**config.mk**
```make
export PLATFORM = sky130hd
export DESIGN_NAME = restoring_signed_divider
export DESIGN_NICKNAME = d
export VERILOG_FILES = /design/src/rtl/rsd_pkg.sv /design/src/rtl/restoring_signed_divider.sv
export SDC_FILE = /design/constraint.sdc
export NUM_CORES = 1
export LEC_CHECK = 0
export BUFFER_PORTS_ARGS = -buffer_cell sky130_fd_sc_hd__buf_4
export CORE_ASPECT_RATIO = 0.75
export CORE_UTILIZATION = 24
export CTS_CLUSTER_SIZE = 20
export DETAILED_ROUTE_END_ITERATION = 7
export PLACE_DENSITY = 0.51
export SLEW_MARGIN = 20
export SYNTH_ARGS = -nofsm -noshare
export SYNTH_HDL_FRONTEND = slang
export SYNTH_SLANG_ARGS = --single-unit
```
**constraint.sdc**
```tcl
create_clock -name clk -period 2.7 [get_ports clk]
set_clock_uncertainty 0.15 [all_clocks]
set_input_delay 0.54 -clock clk [delete_from_list [all_inputs] [get_ports clk]]
set_output_delay 0.54 -clock clk [all_outputs]
set_load 0.01 [all_outputs]
```
**src/rtl/rsd_pkg.sv**
```systemverilog
// Shared types, widths and helpers for the restoring signed divider.
// No dependencies; used by restoring_signed_divider and rsd_checker.
`timescale 1ns / 1ps

package rsd_pkg;

  // Bits of one operand magnitude; an operand carries one more bit for its sign.
  localparam int MagBits = 4;
  localparam int InBits  = MagBits + 1;

  // One pipeline stage for entry, then one stage for each quotient bit.
  localparam int Latency = MagBits + 1;

  typedef logic [MagBits-1:0] mag_t;
  typedef logic [InBits-1:0]  acc_t;
  typedef logic signed [InBits-1:0] operand_t;

  // Working set that travels down the divider pipeline.
  typedef struct packed {
    acc_t acc;      // partial remainder
    mag_t qr;       // dividend bits shifting out, quotient bits shifting in
    mag_t dvs;      // divisor magnitude
    logic q_neg;
    logic r_neg;
    logic dvz;
  } stage_t;

  // Magnitude of a two's complement operand. The most negative value has no
  // magnitude that fits, so it saturates to all ones.
  function automatic mag_t magnitude(input operand_t v);
    acc_t abs_v;
    abs_v = v[InBits-1] ? (~acc_t'(v) + acc_t'(1)) : acc_t'(v);
    return abs_v[InBits-1] ? '1 : abs_v[MagBits-1:0];
  endfunction

  // One restoring step: shift the pair left, trial-subtract, restore on borrow.
  function automatic stage_t div_step(input stage_t s);
    stage_t o;
    acc_t   acc_sh;
    o      = s;
    acc_sh = {s.acc[MagBits-1:0], s.qr[MagBits-1]};
    o.qr   = {s.qr[MagBits-2:0], 1'b0};
    if (acc_sh >= {1'b0, s.dvs}) begin
      o.acc   = acc_sh - {1'b0, s.dvs};
      o.qr[0] = 1'b1;
    end else begin
      o.acc = acc_sh;
    end
    return o;
  endfunction

endpackage

```
**src/rtl/restoring_signed_divider.sv**
```systemverilog
// Pipelined signed divider by restoring division, sign-magnitude results.
// Depends on rsd_pkg for widths, the stage type and the step function.
`timescale 1ns / 1ps
//
//  Channel  Ports                                   Handshake
//  -------  --------------------------------------  -----------------------------
//  input    in_dividend, in_divisor                 start high and busy low
//  result   out_quotient_*, out_remainder_*,        out_valid high for one cycle
//           out_divide_by_zero
//
// A beat passes through the entry stage, which forms the magnitudes and signs,
// then through one stage per quotient bit.
// A new beat can enter on every cycle; busy is never raised.
// Synchronous active-low reset clears the valid bits only.
// Results cannot be stalled, so the pipeline never holds.

module restoring_signed_divider (
  input  logic                  clk,
  input  logic                  rst_n,
  input  logic                  start,
  output logic                  busy,
  input  rsd_pkg::operand_t     in_dividend,
  input  rsd_pkg::operand_t     in_divisor,
  output logic                  out_valid,
  output rsd_pkg::mag_t         out_quotient_magnitude,
  output logic                  out_quotient_negative,
  output rsd_pkg::mag_t         out_remainder_magnitude,
  output logic                  out_remainder_negative,
  output logic                  out_divide_by_zero
);

  logic [rsd_pkg::MagBits:0] vld_r;
  rsd_pkg::stage_t           stg_r   [rsd_pkg::MagBits+1];
  rsd_pkg::stage_t           stg_nxt [rsd_pkg::MagBits+1];
  rsd_pkg::stage_t           entry_nxt;
  logic                      dvd_zero;

  assign busy = 1'b0;

  // Entry stage: magnitudes and sign bits.
  assign dvd_zero = (in_dividend == '0);
  always_comb begin
    entry_nxt.acc   = '0;
    entry_nxt.qr    = rsd_pkg::magnitude(in_dividend);
    entry_nxt.dvs   = rsd_pkg::magnitude(in_divisor);
    entry_nxt.dvz   = (in_divisor == '0);
    entry_nxt.r_neg = in_dividend[rsd_pkg::InBits-1];
    entry_nxt.q_neg = !dvd_zero && (in_divisor != '0)
                      && (in_dividend[rsd_pkg::InBits-1] != in_divisor[rsd_pkg::InBits-1]);
  end

  assign stg_nxt[0] = entry_nxt;

  for (genvar k = 1; k <= rsd_pkg::MagBits; k++) begin : g_step
    assign stg_nxt[k] = rsd_pkg::div_step(stg_r[k-1]);
  end

  always_ff @(posedge clk) begin
    if (!rst_n) begin
      vld_r <= '0;
    end else begin
      vld_r <= {vld_r[rsd_pkg::MagBits-1:0], start && !busy};
    end
  end

  for (genvar k = 0; k <= rsd_pkg::MagBits; k++) begin : g_reg
    always_ff @(posedge clk) begin
      stg_r[k] <= stg_nxt[k];
    end
  end

  assign out_valid               = vld_r[rsd_pkg::MagBits];
  assign out_quotient_magnitude  = stg_r[rsd_pkg::MagBits].qr;
  assign out_quotient_negative   = stg_r[rsd_pkg::MagBits].q_neg;
  assign out_remainder_magnitude = stg_r[rsd_pkg::MagBits].acc[rsd_pkg::MagBits-1:0];
  assign out_remainder_negative  = stg_r[rsd_pkg::MagBits].r_neg;
  assign out_divide_by_zero      = stg_r[rsd_pkg::MagBits].dvz;

endmodule

```
* Yosys cells after proc, flatten, opt, wreduce, memory -nomap -nowiden
Memory sizes are Yosys's and may differ from the RTL's. Index checks and enable logic that the tools add are counted.
Storage, ports and cells: flip-flop bits (word level) 5, ROM bits 0, bits in writable memories 80, memories kept 1, logic and storage cells 33, output and inout bits 13, bits in latches 0
Cells by class: mux-type cells 12, reduce and logical (&&, ||, !) cells 6, shifts and indexed selects 0, add/sub/neg operators 6, multipliers 0, div/mod/pow operators 0, bitwise operators 2, order comparisons 4, equality and inequality tests 1
Memory list:
- stg_r | words 5, bits a word 16, rd ports 5, clocked after memory_dff 0, wr ports 5, line restoring_signed_divider.sv:33 | rsd_pkg::stage_t stg_r [rsd_pkg::MagBits+1];
Operators with widths (count):
- 5-bit 2-to-1 mux | 6
- 5-bit by 4-bit >= comparator with 1-bit output | 4
- 5-bit by 4-bit subtractor with 5-bit output | 4
- 5-bit by 1-bit adder with 5-bit output (second input constant) | 2
- 5-bit logical NOT | 2
- 5-bit inverter | 2
- 4-bit 2-to-1 mux | 2
- 5-bit nonzero test | 1
- 1-bit 2-to-1 mux | 4
- 1-bit logical AND | 2
- 1-bit logical NOT | 1
- 1-bit != test | 1

* Logic depth before layout (Yosys ltp)
depth after elaboration 4, mapped depth 6

* Worst setup path before layout
No wires, ideal clock.
path kind reg2reg, start point memory stg_r[0][36] (netlist bit), end point memory stg_r[0][61] (netlist bit), buffers on the path 0, setup slack 1.097 ns, data arrival time 1.332 ns, cell stages (with the launch flop) 7, period minus slack after synthesis 1.603 ns, cell sequence dfxtp_1 inv_1 ha_1 nand4_1 nand2_1 nor2_4 mux2_4
RTL lines (line):
- from (decl) | restoring_signed_divider.sv:33

==> impl_results.md <==
- HPWL reported at the end of detailed placement: 2550 µm
- Worst EP required: 2770 ps
- Die X: approximately 120 µm
- All-Layer GR Usage: between 7 and 8%
- Avg Vias per Cell: 3.72
- Number of ports placed on the die boundary: 26
- Top-area cell type share of the netlist area: approximately three fifths
- Power density over the cells: 1040 nW/µm²
- Count of routing violations after the opening detailed-route iteration: 92
- Post-synthesis sequential element count: 72
- Total congestion overflow after global routing: 0
- CTS hold repair buffers: 0
- Count of cells resized by post-cts repair: 0
- ANT nets after route: 0
- Longest Clk Path Bufs: 2
- Clock latency reported for the late side of the worst-skew pair: 330 ps
- Cell at the root of the clock tree: sky130_fd_sc_hd__clkbuf_16
- Number of hold violations in the final report: 0
- Final Cycle Share: 63.6%
- Pin count of the biggest net entering global routing: 14
- Post-synthesis area per instance: 11.1 µm²
- Worst hold slack across all endpoints: 174 ps
- Type of element launching the critical path: register
- Layout cell share with drive strength beyond 1: 20.8%
- Port Buffers: 24
- Wire length reported by the detailed router: 3570 µm
- Synthesis-to-layout area growth: 24.5%
- Post-layout utilization of the core: between 30 and 40%
- Primary FF master, synth: sky130_fd_sc_hd__dfxtp_1
- Min Tclk post-route: 1720 ps
- Number of antenna diodes: 0
- Number of max-slew violations in the final report: 0
- List of cells traversed by the critical path: inv_1 > ha_1 > nand4_1 > nand2_1 > nor2_4 > mux2_4
- IR drop worst, VDD: 0.359 mV
- Number of flops mapped to enable cells by yosys: 0
- Num Clock Sinks: 72
- 1st-pass router iterations: 4
- Cell area after technology mapping: 2460 µm²
- Gate Count Post-Synth: 221
- Total of max-cap violations: 0
- Setup crit end kind: register
- Number of global-route vias before repair: ~1300
- Library cell occupying the most area in the post-synthesis netlist: sky130_fd_sc_hd__dfxtp_1
- Final count of negative-setup-slack endpoints: 0
- Residual DRC: 0
- Worst min path class: reg -> reg
- Clock tree from TritonCTS: built
- Placeable Area: 9810 µm²
- Sequential share of the synthesized area: 58.7%
- Buffers inserted during post-CTS setup optimization: 0
- Clock transition time at the flip-flop clock pins of the worst setup and hold paths: ~60 ps
- Critical path fanouts, max: 4
- Number of library cell types mapped by synthesis: 32
- Combined buffer and inverter count along the critical path: 1
- Total Negative Setup Slacks: 0 ps
- Cell with the biggest individual delay on the critical path: sky130_fd_sc_hd__dfxtp_1
- Warnings from Yosys: 0
- Dominant delay contributor by cell family on the critical path: simple AND/OR/NAND/NOR gates
- Critical path arrival: 1780 ps
- Total chip power: 3.18 mW
- Post-synth ARST share: 0%
- Max frequency: 582 MHz
- Leakage dissipation: 1.39 nW
- Initial antenna violation count: 0
- Unrepaired setup endpoints after global routing: false
- # fillers: 1001
- H-tree lvl count: 3
- Area of the die: 10700 µm²
- Final estimated routing congestion in global placement: 0.802
- Largest stage delay, worst path: between 300 and 400 ps
- Average wire per standard cell: slightly above 9 µm
- Vias: 1420
- Critical path class: reg -> reg
- Syn Nets: around 250
- Library cell with the highest instance count after synthesis: sky130_fd_sc_hd__dfxtp_1
- Commonest cells in the synthesized netlist: sky130_fd_sc_hd__dfxtp_1, sky130_fd_sc_hd__inv_1, sky130_fd_sc_hd__ha_1
- Synth top area cells: sky130_fd_sc_hd__dfxtp_1, sky130_fd_sc_hd__ha_1, sky130_fd_sc_hd__inv_1
- FP Rows: 31
- Number of nets in the layout: roughly 280
- Outcome: finished clean
- Initial standard-cell utilization of the core: between 20% and 30%
- Number of clock buffers inserted by TritonCTS: 9
- Die outline height: between 80 and 90 µm
- Wire length of the first global-routing pass: around 6000 µm
## through the flow
stage	cell area [µm²]	setup WS [ps]	instances
after floorplan	2460	1100	221
after global placement	2730	958	366
after detailed placement	2730	953	366
after CTS	3060	958	382
after global routing	3060	883	382
final	3060	982	382
## path summary, 6_finish.rpt
| check | start | endpoint | slack [ps] | cells past startpoint |
|---|---|---|---|---|
| setup reg to reg | stg_r[0][36] | stg_r[0][61] | 980 | 6 |
| hold reg to reg | stg_r[0][1] | stg_r[0][17] | 170 | 0 |
| setup / recovery | stg_r[0][36] | stg_r[0][61] | 980 | 6 |
| hold / removal | stg_r[0][1] | stg_r[0][17] | 170 | 0 |
## layout by cell type (no fill, tap or decap), drive strengths merged
master,synthesis,routed
mux2i,6,6
and2,6,6
fa,3,3
bufinv,0,2
dfxtp,72,72
ha,16,16
nand2b,5,5
nand4,3,3
nand2,11,11
clkinv,0,2
o21ai,9,9
a21oi,9,9
buf,9,24
a31oi,2,2
mux2,3,3
nor2b,1,1
nor3,9,9
xnor2,3,3
o41ai,2,2
clkbuf,2,10
nor2,16,16
clkinvlp,0,2
inv,27,27
nor4,1,1
conb,1,1
o22ai,1,1
o21a,1,1
and3,1,1
o31ai,2,2
## area by class of cell
cell class                      count  area [µm²]  share of cell area, %
Clock buffer                       10         239                   7.81
Clock inverter                      6        92.6                   3.03
Inverter                           27         101                   3.31
Multi-Input combinational cell    111         840                   27.4
Sequential cell                    72        1440                   47.1
Tap cell                          132         165                   5.40
Timing Repair Buffer               24         180                   5.89
## logic make-up (layout without fill, tap and decap cells)
| group | count (synthesis) | in the layout | share of synthesized area, % |
|---|---|---|---|
| other | 1 | 1 | 0.153 |
| muxes | 9 | 9 | 4.28 |
| buffers and inverters | 38 | 67 | 7.18 |
| DFF | 72 | 72 | 58.7 |
| adders and majority gates | 19 | 19 | 10.6 |
| and+or+nand+nor | 53 | 53 | 11.4 |
| xor gates and xnor gates | 3 | 3 | 1.07 |
| AOI/OAI and AO/OA | 26 | 26 | 6.67 |
## flip-flops by register name (all words and copies together) (netlist names)
signal	cells
stg_r	67
vld_r	5
## where the power goes
part           switching (mW)  total (mW)  internal [mW]  leakage, nW
sequential             0.0568        1.29           1.23        0.602
clock                   0.432        1.27          0.835        0.155
combinational           0.317       0.629          0.312        0.631
total                   0.805        3.18           2.38         1.39
## layer usage
metal | up-vias | routed length, µm | GRT usage (%)
li1 | 763 | - | -
met1 | 613 | 1690 | 8.82
met2 | 38 | 1530 | 11.2
met3 | 6 | 276 | 4.61
met4 | 0 | 73 | 5.52
met5 | - | 0 | 0
No activity file was read; power rests on OpenSTA's default activity.
